`src/rtl/gta_pkg.sv`:
```
// shared constants and types for the greedy track association block
// no dependencies

package gta_pkg;

    localparam int NUM_TRACKS_DEF = 6;
    localparam int COORD_BITS_DEF = 16;
    localparam int IDX_OUT_W      = 3;
    localparam int QUEUE_DEPTH    = 4;

    // what the back end has to do with one queued request
    typedef struct packed {
        logic store;   // request carries a centroid
        logic close;   // request closes the frame
    } gta_cmd_t;

    localparam int CMD_W = $bits(gta_cmd_t);

endpackage

```
`src/rtl/gta_front.sv`:
```
// front end: accepts input requests, classifies them and pushes those with a centroid or a frame end to the queue
// depends on gta_pkg

module gta_front import gta_pkg::*; #(
    parameter int COORD_BITS = COORD_BITS_DEF
) (
    input  logic                              s_valid,
    output logic                              s_ready,
    input  logic signed [COORD_BITS-1:0]      s_centroid_x,
    input  logic signed [COORD_BITS-1:0]      s_centroid_y,
    input  logic                              s_point_valid,
    input  logic                              s_frame_end,
    input  logic                              q_full,
    output logic                              q_push,
    output logic [CMD_W+2*COORD_BITS-1:0]     q_push_data
);

    gta_cmd_t cmd;

    assign s_ready = !q_full;

    always_comb begin
        cmd.store = s_point_valid;
        cmd.close = s_frame_end;
    end

    // requests with neither a centroid nor a frame end are dropped here
    assign q_push      = s_valid && s_ready && (cmd.store || cmd.close);
    assign q_push_data = {cmd, s_centroid_x, s_centroid_y};

endmodule

```
`src/rtl/gta_queue.sv`:
```
// short fifo between the front and back ends
// depends on gta_pkg

module gta_queue import gta_pkg::*; #(
    parameter int DATA_W = CMD_W + 2 * COORD_BITS_DEF,
    parameter int DEPTH  = QUEUE_DEPTH
) (
    input  logic              aclk,
    input  logic              aresetn,
    input  logic              push,
    input  logic [DATA_W-1:0] push_data,
    output logic              full,
    input  logic              pop,
    output logic [DATA_W-1:0] pop_data,
    output logic              not_empty
);

    localparam int PTR_W = (DEPTH > 1) ? $clog2(DEPTH) : 1;
    localparam int CNT_W = $clog2(DEPTH + 1);

    logic [DATA_W-1:0] entry_reg [DEPTH];
    logic [PTR_W-1:0]  wr_ptr_reg;
    logic [PTR_W-1:0]  rd_ptr_reg;
    logic [CNT_W-1:0]  cnt_reg;
    logic              do_push;
    logic              do_pop;

    assign full      = (cnt_reg == CNT_W'(DEPTH));
    assign not_empty = (cnt_reg != '0);
    assign do_push   = push && !full;
    assign do_pop    = pop && not_empty;
    assign pop_data  = entry_reg[rd_ptr_reg];

    always_ff @(posedge aclk) begin
        if (do_push) begin
            entry_reg[wr_ptr_reg] <= push_data;
        end
    end

    always_ff @(posedge aclk) begin
        if (!aresetn) begin
            wr_ptr_reg <= '0;
            rd_ptr_reg <= '0;
            cnt_reg    <= '0;
        end else begin
            if (do_push) begin
                wr_ptr_reg <= (wr_ptr_reg == PTR_W'(DEPTH - 1)) ? '0 : wr_ptr_reg + 1'b1;
            end
            if (do_pop) begin
                rd_ptr_reg <= (rd_ptr_reg == PTR_W'(DEPTH - 1)) ? '0 : rd_ptr_reg + 1'b1;
            end
            if (do_push && !do_pop) begin
                cnt_reg <= cnt_reg + 1'b1;
            end else if (do_pop && !do_push) begin
                cnt_reg <= cnt_reg - 1'b1;
            end
        end
    end

endmodule

```
`src/rtl/gta_back.sv`:
```
// back end: frame buffer, track table, pipelined nearest-centroid search, result register
// depends on gta_pkg

module gta_back import gta_pkg::*; #(
    parameter int NUM_TRACKS = NUM_TRACKS_DEF,
    parameter int COORD_BITS = COORD_BITS_DEF
) (
    input  logic                         aclk,
    input  logic                         aresetn,
    input  logic                         q_valid,
    input  gta_cmd_t                     q_cmd,
    input  logic signed [COORD_BITS-1:0] q_x,
    input  logic signed [COORD_BITS-1:0] q_y,
    output logic                         q_pop,
    output logic                         m_valid,
    input  logic                         m_ready,
    output logic [IDX_OUT_W-1:0]         m_track_index,
    output logic [IDX_OUT_W-1:0]         m_cluster_index,
    output logic signed [COORD_BITS-1:0] m_track_x,
    output logic signed [COORD_BITS-1:0] m_track_y,
    output logic                         m_last_result
);

    localparam int IDX_W  = $clog2(NUM_TRACKS);
    localparam int CNT_W  = $clog2(NUM_TRACKS + 1);
    localparam int SQ_W   = 2 * COORD_BITS;
    localparam int DIST_W = SQ_W + 1;
    localparam logic [IDX_W-1:0] LAST_IDX = IDX_W'(NUM_TRACKS - 1);

    localparam logic [2:0] ST_IDLE  = 3'd0;
    localparam logic [2:0] ST_CLOSE = 3'd1;
    localparam logic [2:0] ST_SCAN  = 3'd2;
    localparam logic [2:0] ST_DRAIN = 3'd3;
    localparam logic [2:0] ST_EMIT  = 3'd4;

    logic [2:0] state_reg;
    logic [2:0] state_next;

    logic signed [COORD_BITS-1:0] frame_x_reg [NUM_TRACKS];
    logic signed [COORD_BITS-1:0] frame_y_reg [NUM_TRACKS];
    logic signed [COORD_BITS-1:0] track_x_reg [NUM_TRACKS];
    logic signed [COORD_BITS-1:0] track_y_reg [NUM_TRACKS];
    logic [CNT_W-1:0]             fill_reg;
    logic [NUM_TRACKS-1:0]        used_reg;
    logic                         first_reg;
    logic [IDX_W-1:0]             t_reg;
    logic [IDX_W-1:0]             c_reg;

    // stage a: absolute differences
    logic                         a_vld_reg;
    logic                         a_cand_reg;
    logic [IDX_W-1:0]             a_idx_reg;
    logic [COORD_BITS-1:0]        a_dx_reg;
    logic [COORD_BITS-1:0]        a_dy_reg;
    logic signed [COORD_BITS-1:0] a_x_reg;
    logic signed [COORD_BITS-1:0] a_y_reg;
    // stage b: squares
    logic                         b_vld_reg;
    logic                         b_cand_reg;
    logic [IDX_W-1:0]             b_idx_reg;
    logic [SQ_W-1:0]              b_sx_reg;
    logic [SQ_W-1:0]              b_sy_reg;
    logic signed [COORD_BITS-1:0] b_x_reg;
    logic signed [COORD_BITS-1:0] b_y_reg;
    // running best of the current track
    logic                         best_found_reg;
    logic [DIST_W-1:0]            best_dist_reg;
    logic [IDX_W-1:0]             best_idx_reg;
    logic signed [COORD_BITS-1:0] best_x_reg;
    logic signed [COORD_BITS-1:0] best_y_reg;
    // result register
    logic                         m_valid_reg;
    logic [IDX_OUT_W-1:0]         m_tidx_reg;
    logic [IDX_OUT_W-1:0]         m_cidx_reg;
    logic signed [COORD_BITS-1:0] m_x_reg;
    logic signed [COORD_BITS-1:0] m_y_reg;
    logic                         m_last_reg;

    logic signed [COORD_BITS:0]   dx_full;
    logic signed [COORD_BITS:0]   dy_full;
    logic [COORD_BITS-1:0]        dx_mag;
    logic [COORD_BITS-1:0]        dy_mag;
    logic [SQ_W-1:0]              sx_w;
    logic [SQ_W-1:0]              sy_w;
    logic [DIST_W-1:0]            dist_w;
    logic                         take_best;
    logic                         pop_now;
    logic                         store_now;
    logic                         out_free;
    logic                         emit_now;
    logic                         new_track;
    logic [IDX_W+IDX_OUT_W-1:0]   t_ext;
    logic [IDX_W+IDX_OUT_W-1:0]   best_ext;

    assign pop_now   = (state_reg == ST_IDLE) && q_valid;
    assign q_pop     = pop_now;
    assign store_now = pop_now && q_cmd.store && (fill_reg < CNT_W'(NUM_TRACKS));
    assign out_free  = !m_valid_reg || m_ready;
    assign emit_now  = (state_reg == ST_EMIT) && out_free;
    assign new_track = ((state_reg == ST_CLOSE) && !first_reg)
                    || (emit_now && (t_reg != LAST_IDX));

    // signed differences, one extra bit so they never wrap
    always_comb begin
        dx_full = (COORD_BITS+1)'(track_x_reg[t_reg]) - (COORD_BITS+1)'(frame_x_reg[c_reg]);
        dy_full = (COORD_BITS+1)'(track_y_reg[t_reg]) - (COORD_BITS+1)'(frame_y_reg[c_reg]);
        dx_mag  = dx_full[COORD_BITS] ? COORD_BITS'(-dx_full) : COORD_BITS'(dx_full);
        dy_mag  = dy_full[COORD_BITS] ? COORD_BITS'(-dy_full) : COORD_BITS'(dy_full);
    end

    assign sx_w   = a_dx_reg * a_dx_reg;
    assign sy_w   = a_dy_reg * a_dy_reg;
    assign dist_w = {1'b0, b_sx_reg} + {1'b0, b_sy_reg};
    // strict compare keeps the lowest index on ties
    assign take_best = b_vld_reg && b_cand_reg && (!best_found_reg || dist_w < best_dist_reg);

    always_comb begin
        state_next = state_reg;
        unique case (state_reg)
            ST_IDLE: begin
                if (pop_now && q_cmd.close) state_next = ST_CLOSE;
            end
            ST_CLOSE: begin
                state_next = first_reg ? ST_IDLE : ST_SCAN;
            end
            ST_SCAN: begin
                if (c_reg == LAST_IDX) state_next = ST_DRAIN;
            end
            ST_DRAIN: begin
                if (!a_vld_reg && !b_vld_reg) state_next = ST_EMIT;
            end
            ST_EMIT: begin
                if (out_free) state_next = (t_reg == LAST_IDX) ? ST_IDLE : ST_SCAN;
            end
            default: state_next = ST_IDLE;
        endcase
    end

    always_ff @(posedge aclk) begin
        if (!aresetn) begin
            state_reg      <= ST_IDLE;
            fill_reg       <= '0;
            used_reg       <= '0;
            first_reg      <= 1'b1;
            t_reg          <= '0;
            c_reg          <= '0;
            a_vld_reg      <= 1'b0;
            b_vld_reg      <= 1'b0;
            best_found_reg <= 1'b0;
            m_valid_reg    <= 1'b0;
            for (int i = 0; i < NUM_TRACKS; i++) begin
                frame_x_reg[i] <= '0;
                frame_y_reg[i] <= '0;
                track_x_reg[i] <= '0;
                track_y_reg[i] <= '0;
            end
        end else begin
            state_reg <= state_next;
            a_vld_reg <= (state_reg == ST_SCAN);
            b_vld_reg <= a_vld_reg;

            if (store_now) begin
                frame_x_reg[fill_reg[IDX_W-1:0]] <= q_x;
                frame_y_reg[fill_reg[IDX_W-1:0]] <= q_y;
                fill_reg <= fill_reg + 1'b1;
            end

            if (state_reg == ST_CLOSE) begin
                t_reg    <= '0;
                used_reg <= '0;
                if (first_reg) begin
                    first_reg <= 1'b0;
                    fill_reg  <= '0;
                    for (int i = 0; i < NUM_TRACKS; i++) begin
                        track_x_reg[i] <= frame_x_reg[i];
                        track_y_reg[i] <= frame_y_reg[i];
                        frame_x_reg[i] <= '0;
                        frame_y_reg[i] <= '0;
                    end
                end
            end

            if (state_reg == ST_SCAN) begin
                c_reg <= c_reg + 1'b1;
            end
            if (new_track) begin
                c_reg <= '0;
            end

            if (new_track) begin
                best_found_reg <= 1'b0;
            end else if (take_best) begin
                best_found_reg <= 1'b1;
            end

            if (emit_now) begin
                used_reg[best_idx_reg] <= 1'b1;
                track_x_reg[t_reg]     <= best_x_reg;
                track_y_reg[t_reg]     <= best_y_reg;
                t_reg                  <= t_reg + 1'b1;
                if (t_reg == LAST_IDX) begin
                    fill_reg <= '0;
                    for (int i = 0; i < NUM_TRACKS; i++) begin
                        frame_x_reg[i] <= '0;
                        frame_y_reg[i] <= '0;
                    end
                end
            end

            if (emit_now) begin
                m_valid_reg <= 1'b1;
            end else if (m_ready) begin
                m_valid_reg <= 1'b0;
            end
        end
    end

    // datapath without reset
    always_ff @(posedge aclk) begin
        a_cand_reg <= !used_reg[c_reg];
        a_idx_reg  <= c_reg;
        a_dx_reg   <= dx_mag;
        a_dy_reg   <= dy_mag;
        a_x_reg    <= frame_x_reg[c_reg];
        a_y_reg    <= frame_y_reg[c_reg];

        b_cand_reg <= a_cand_reg;
        b_idx_reg  <= a_idx_reg;
        b_sx_reg   <= sx_w;
        b_sy_reg   <= sy_w;
        b_x_reg    <= a_x_reg;
        b_y_reg    <= a_y_reg;

        if (take_best) begin
            best_dist_reg <= dist_w;
            best_idx_reg  <= b_idx_reg;
            best_x_reg    <= b_x_reg;
            best_y_reg    <= b_y_reg;
        end
    end

    assign t_ext    = {{IDX_OUT_W{1'b0}}, t_reg};
    assign best_ext = {{IDX_OUT_W{1'b0}}, best_idx_reg};

    always_ff @(posedge aclk) begin
        if (emit_now) begin
            m_tidx_reg <= t_ext[IDX_OUT_W-1:0];
            m_cidx_reg <= best_ext[IDX_OUT_W-1:0];
            m_x_reg    <= best_x_reg;
            m_y_reg    <= best_y_reg;
            m_last_reg <= (t_reg == LAST_IDX);
        end
    end

    assign m_valid         = m_valid_reg;
    assign m_track_index   = m_tidx_reg;
    assign m_cluster_index = m_cidx_reg;
    assign m_track_x       = m_x_reg;
    assign m_track_y       = m_y_reg;
    assign m_last_result   = m_last_reg;

endmodule

```
`src/rtl/greedy_track_association.sv`:
```
// top level of the greedy nearest-neighbor track association block
// depends on gta_pkg, gta_front, gta_queue, gta_back
//
// usage
//  - s_ channel: one request per centroid (s_point_valid) and/or frame close
//    (s_frame_end); a request with neither flag is taken and ignored
//  - at most NUM_TRACKS centroids are kept per frame, missing ones count as zero
//  - the first frame after reset only loads the track table, no results
//  - every later frame close yields NUM_TRACKS results on the m_ channel,
//    tracks in order, m_last_result set on the final one
// request flow and search
//  - s_ready stays high while the request queue has room: one request a cycle
//    until the queue fills while the back end is busy with an association pass
//  - a request enters the queue at its handshake and reaches the back end once
//    it heads the queue and the back end is idle; a centroid is then stored in
//    the frame buffer, while a frame close passes through a close state first
//  - each track then scans every candidate, one a cycle, through a two-register
//    distance pipeline (absolute differences, squares), drains the pipeline and
//    hands its result over to the result register
// reset and stalls
//  - synchronous active-low reset empties the queue, clears tracks and frame
//    buffer and re-arms the first-frame load
//  - a stalled receiver holds the result register; the search for the next
//    track waits in its hand-over cycle, while the front keeps queueing requests

module greedy_track_association import gta_pkg::*; #(
    parameter int NUM_TRACKS = NUM_TRACKS_DEF,
    parameter int COORD_BITS = COORD_BITS_DEF
) (
    input  logic                         aclk,
    input  logic                         aresetn,
    // request channel
    input  logic                         s_valid,
    output logic                         s_ready,
    input  logic signed [COORD_BITS-1:0] s_centroid_x,
    input  logic signed [COORD_BITS-1:0] s_centroid_y,
    input  logic                         s_point_valid,
    input  logic                         s_frame_end,
    // result channel
    output logic                         m_valid,
    input  logic                         m_ready,
    output logic [IDX_OUT_W-1:0]         m_track_index,
    output logic [IDX_OUT_W-1:0]         m_cluster_index,
    output logic signed [COORD_BITS-1:0] m_track_x,
    output logic signed [COORD_BITS-1:0] m_track_y,
    output logic                         m_last_result
);

    localparam int QDATA_W = CMD_W + 2 * COORD_BITS;

    logic                         q_full;
    logic                         q_push;
    logic [QDATA_W-1:0]           q_push_data;
    logic                         q_pop;
    logic [QDATA_W-1:0]           q_pop_data;
    logic                         q_not_empty;
    gta_cmd_t                     q_cmd;
    logic signed [COORD_BITS-1:0] q_x;
    logic signed [COORD_BITS-1:0] q_y;

    // front: accept and classify requests
    gta_front #(
        .COORD_BITS (COORD_BITS)
    ) u_front (
        .s_valid       (s_valid),
        .s_ready       (s_ready),
        .s_centroid_x  (s_centroid_x),
        .s_centroid_y  (s_centroid_y),
        .s_point_valid (s_point_valid),
        .s_frame_end   (s_frame_end),
        .q_full        (q_full),
        .q_push        (q_push),
        .q_push_data   (q_push_data)
    );

    // short queue decouples request intake from the association pass
    gta_queue #(
        .DATA_W (QDATA_W),
        .DEPTH  (QUEUE_DEPTH)
    ) u_queue (
        .aclk      (aclk),
        .aresetn   (aresetn),
        .push      (q_push),
        .push_data (q_push_data),
        .full      (q_full),
        .pop       (q_pop),
        .pop_data  (q_pop_data),
        .not_empty (q_not_empty)
    );

    // unpack queue entry: command flags on top, then x, then y
    assign q_cmd = gta_cmd_t'(q_pop_data[QDATA_W-1 -: CMD_W]);
    assign q_x   = $signed(q_pop_data[2*COORD_BITS-1:COORD_BITS]);
    assign q_y   = $signed(q_pop_data[COORD_BITS-1:0]);

    // back: frame buffer, track table, nearest-centroid search, result register
    gta_back #(
        .NUM_TRACKS (NUM_TRACKS),
        .COORD_BITS (COORD_BITS)
    ) u_back (
        .aclk            (aclk),
        .aresetn         (aresetn),
        .q_valid         (q_not_empty),
        .q_cmd           (q_cmd),
        .q_x             (q_x),
        .q_y             (q_y),
        .q_pop           (q_pop),
        .m_valid         (m_valid),
        .m_ready         (m_ready),
        .m_track_index   (m_track_index),
        .m_cluster_index (m_cluster_index),
        .m_track_x       (m_track_x),
        .m_track_y       (m_track_y),
        .m_last_result   (m_last_result)
    );

endmodule

```
`config.mk`:
```
export PLATFORM = sky130hd
export DESIGN_NAME = greedy_track_association
export DESIGN_NICKNAME = d
export VERILOG_FILES = /design/src/rtl/gta_pkg.sv /design/src/rtl/gta_front.sv /design/src/rtl/gta_queue.sv /design/src/rtl/gta_back.sv /design/src/rtl/greedy_track_association.sv
export SDC_FILE = /design/constraint.sdc
export NUM_CORES = 2
export LEC_CHECK = 0
export BUFFER_PORTS_ARGS = -buffer_cell sky130_fd_sc_hd__buf_2
export CORE_ASPECT_RATIO = 1.75
export CORE_MARGIN = 4
export CORE_UTILIZATION = 58
export DETAILED_ROUTE_END_ITERATION = 10
export PLACE_DENSITY = 0.77
export SYNTH_ARGS = -nofsm -noshare
export SYNTH_HDL_FRONTEND = slang
export SYNTH_SLANG_ARGS = --single-unit
```
`constraint.sdc`:
```
create_clock -name aclk -period 8.8 [get_ports aclk]
set_input_delay 1.76 -clock aclk [delete_from_list [all_inputs] [get_ports aclk]]
set_output_delay 1.76 -clock aclk [all_outputs]
set_load 0.02 [all_outputs]
```
==> flow_results.org <==
** Layout
- From synthesis to final layout, the design area changed by 8.97%.
- In the final layout, the share of cells above drive strength 1 is 0.117.
- The repair_antennas step left the layout with diodes totalling 0.
- Once layout is complete, the cells apart from fillers number 5637.
- The register with the most flip-flops in the layout has 136 of them.
- Final #Nets :: 5039

** Logic synthesis
- Synthesis warning total :: 0
- Synthesis handed over a netlist of 4255 instances.
- Mapped cell area :: 54100 µm²
- Of the synthesized area, sequential elements account for 0.494.
- For this run, asynchronously set or reset flops after synthesis account for 0.
- Among all flip-flop cells after synthesis, the most frequent one is edfxtp_1.
- The average instance in the mapped netlist occupies 12.7 µm².
- Distinct cell type count of the synthesized netlist :: 81
- Post-synthesis sequential element count :: 959
- EDFF count, synth :: 755

** Critical path
- The worst setup path is captured at a register.
- Crit-path cells :: and2_1, inv_1, fa_1, inv_1, fa_1, fa_1, fa_1, fa_1, inv_1, fa_1, inv_1, ha_1, a21oi_1, o21ai_0, a2111o_1, a31o_2, a31oi_1, o21bai_1, a21oi_1, xnor2_1
- Critical path's most frequent cell :: fa_1
- Arrival time of the worst setup path :: 7.15 ns
- For this run, the slowest stage of the critical path takes 0.75 ns.
- Crit path max-delay family :: adder cells
- Together, buffers and inverters on the worst path number 4.
- The worst setup path is launched from a register.
- The slowest stage of the critical path is the dfxtp_1 cell.
- The critical path is of the reg2reg type.
- Of all nets on the critical path, the largest fanout is 17.
- At the worst endpoint, the required time is 9.42 ns.

** Floorplan
- The region available for standard cell placement spans 92800 µm².
- Starting density of the core :: 0.583
- Die width :: 239 µm
- During I/O placement, the number of pins put on the boundary was 79.
- The floorplan step defined a die boundary enclosing 98400 µm².
- Die boundary height :: 412 µm
- Number of core rows :: 148

** Global route
- Overall track demand over capacity in global routing :: 0.280
- Via count of the first global-routing pass :: 36200
- For this run the aggregate overflow at the end of global routing stands at 0.
- Entering global routing, the biggest net connects 83 pins.
- Number of antenna violations at the first check in global routing :: 4
- The first global-routing pass estimated 206000 µm of wire.

** Drt
- In the routed design, unresolved DRC markers number 0.
- Avg WL per Cell :: 24.2 µm
- Vias per Instance :: 5.98
- Total vias in the final route :: 33700
- The detailed router finished its first iteration with 2846 violations.
- In this run the remaining antenna-violating nets after routing total 0.
- The pre-antenna-repair detailed-routing pass consisted of 8 iterations.
- Wire length reported by the detailed router :: 136000 µm

** Outcome
- The flow ran to the end, and the final reports show no timing, DRC or antenna violations.

** CTS
- Clock buffer count from CTS :: 84
- In this run the clock root is driven by a clkbuf_16.
- No sink is reached through more buffers than the 3 on the longest clock path.
- # resized after CTS :: 0
- Number of clock sinks :: 959
- Clock insertion delay at the later pin of the skew report :: 0.69 ns
- The clock tree synthesis step divided the H-tree into 3 levels.
- After clock tree synthesis, the clock-pin slew on the worst setup and hold paths is 0.07 ns.
- TritonCTS clock tree :: yes
- Hold-fix buffer count after cts :: 0
- Buffer count from post-CTS setup fixing :: 0

** STA
- Max transition margin :: 0.207
- Setup violations remaining at the end of the flow were counted as 0.
- The final number of hold-violating endpoints came to 0.
- The worst path needs 6.53 ns of the cycle, external delays included.
- The number of slew-limit violations in the final report came to 0.
- Derived from the worst setup path, the maximum achievable clock frequency is 153 MHz.
- For the final routed database, the setup TNS stands at 0 ns.
- RSZ-0062 raised after global routing :: no
- Of the available clock period, the critical path in the final layout requires 0.742.
- Across the routed clock network, the largest skew measured is 0.0266 ns.
- For the pin with the worst max-slew slack, the measured transition is 1.18 ns.

** Placed design
- Count of buffers inserted at the top-level ports :: 78
- Number of placed instances with taps included :: 5479
- Summed over all nets, the half-perimeter wirelength after detailed placement is 93500 µm.
- Final Wtd Congestion :: 0.910

** Job
- The tool flagged a number of max-cap violations equal to 0.

** Min path
- The min-delay analysis places its worst path in the category reg2reg.
## synthesized netlist by cell type, types with 69 or more instances
master / instances / area, µm²
ha_1: 309 / 3870
mux4_2: 131 / 2950
a22o_1: 194 / 1700
fa_1: 327 / 6550
edfxtp_1: 755 / 22700
mux2i_1: 73 / 731
and2_1: 113 / 707
xnor2_1: 101 / 885
clkbuf_1: 143 / 537
inv_1: 642 / 2410
nor2_1: 302 / 1130
nand2_1: 257 / 965
dfxtp_1: 204 / 4080
a21oi_1: 94 / 470
mux2_2: 69 / 777
## metrics by stage
stage          area, µm²  utilization  hold slack, ns  worst slack (ns)
2_1_floorplan      54400            -           0.310              1.81
5_1_grt            59000        0.636           0.327              1.91
4_1_cts            59000        0.636           0.320              2.30
6_report           59000        0.636           0.320              2.27
3_3_place_gp       56100        0.605           0.310              2.45
3_5_place_dp       56100        0.605           0.312              2.34
## cell usage in the layout (no fill, tap or decap), drive strengths merged, types with 14 or more instances in the layout
cell type / n
fa: 327
conb: 64
nand2b: 25
o21ai: 87
a21o: 57
o21a: 22
dfxtp: 204
nor2: 303
mux4: 131
inv: 651
xor2: 46
clkbuf: 114
mux2: 69
ha: 309
nor2b: 27
and2: 114
a211oi: 14
nand2: 257
nand4: 15
edfxtp: 755
a22o: 194
nor3: 32
buf: 124
nand3: 25
and3: 14
xnor2: 101
a31oi: 17
a21oi: 95
mux2i: 73
o21bai: 19
clkinv: 27
## kinds of logic (layout without fill, tap and decap cells)
group,after synthesis,in the layout,share of synthesized area
compound gates,585,585,0.0793
buf+inv,806,925,0.0559
simple gates,848,848,0.0717
mux,273,273,0.0824
fa+ha+maj,636,636,0.192
xor+xnor,147,147,0.0238
flops,959,959,0.494
other cells,1,64,0.0000693
## layout make-up
cell class	instances	area, µm²
flip-flops and latches	959	26800
inverters	643	2410
fillers	6761	33800
clock inverters	44	450
well taps	1200	1500
clock buffers	114	2400
repair buffers	124	748
multi-input cells	2553	24700
## worst reg2reg max path, delay by kind of cell (launching register included)
family	cells	cell delay (ns)
AOI/OAI and AO/OA	7	1.79
buffers and inverters	4	0.21
and+or+nand+nor	1	0.26
xor gates and xnor gates	1	0.13
DFF	1	0.75
adders and majority gates	7	3.30
## routing by layer
metal,part of all wire,global-route usage,vias to the layer above
met5,0.000088,0,-
met4,0.075,0.181,2
met3,0.065,0.0391,474
met2,0.54,0.516,1403
met1,0.32,0.298,16900
li1,-,-,14900
## worst paths after layout
path / to / depth (start not counted) / slack, ns / startpoint
max: u_back.b_sx_reg[24] / 20 / 2.27 / u_back.a_dx_reg[6]
min: u_back.b_x_reg[13] / 0 / 0.32 / u_back.a_x_reg[13]
max reg2reg: u_back.b_sx_reg[24] / 20 / 2.27 / u_back.a_dx_reg[6]
min reg2reg: u_back.b_x_reg[13] / 0 / 0.32 / u_back.a_x_reg[13]
Power is not shown: default switching activity piles up to over one toggle a cycle in this logic, so the estimate is an artifact.
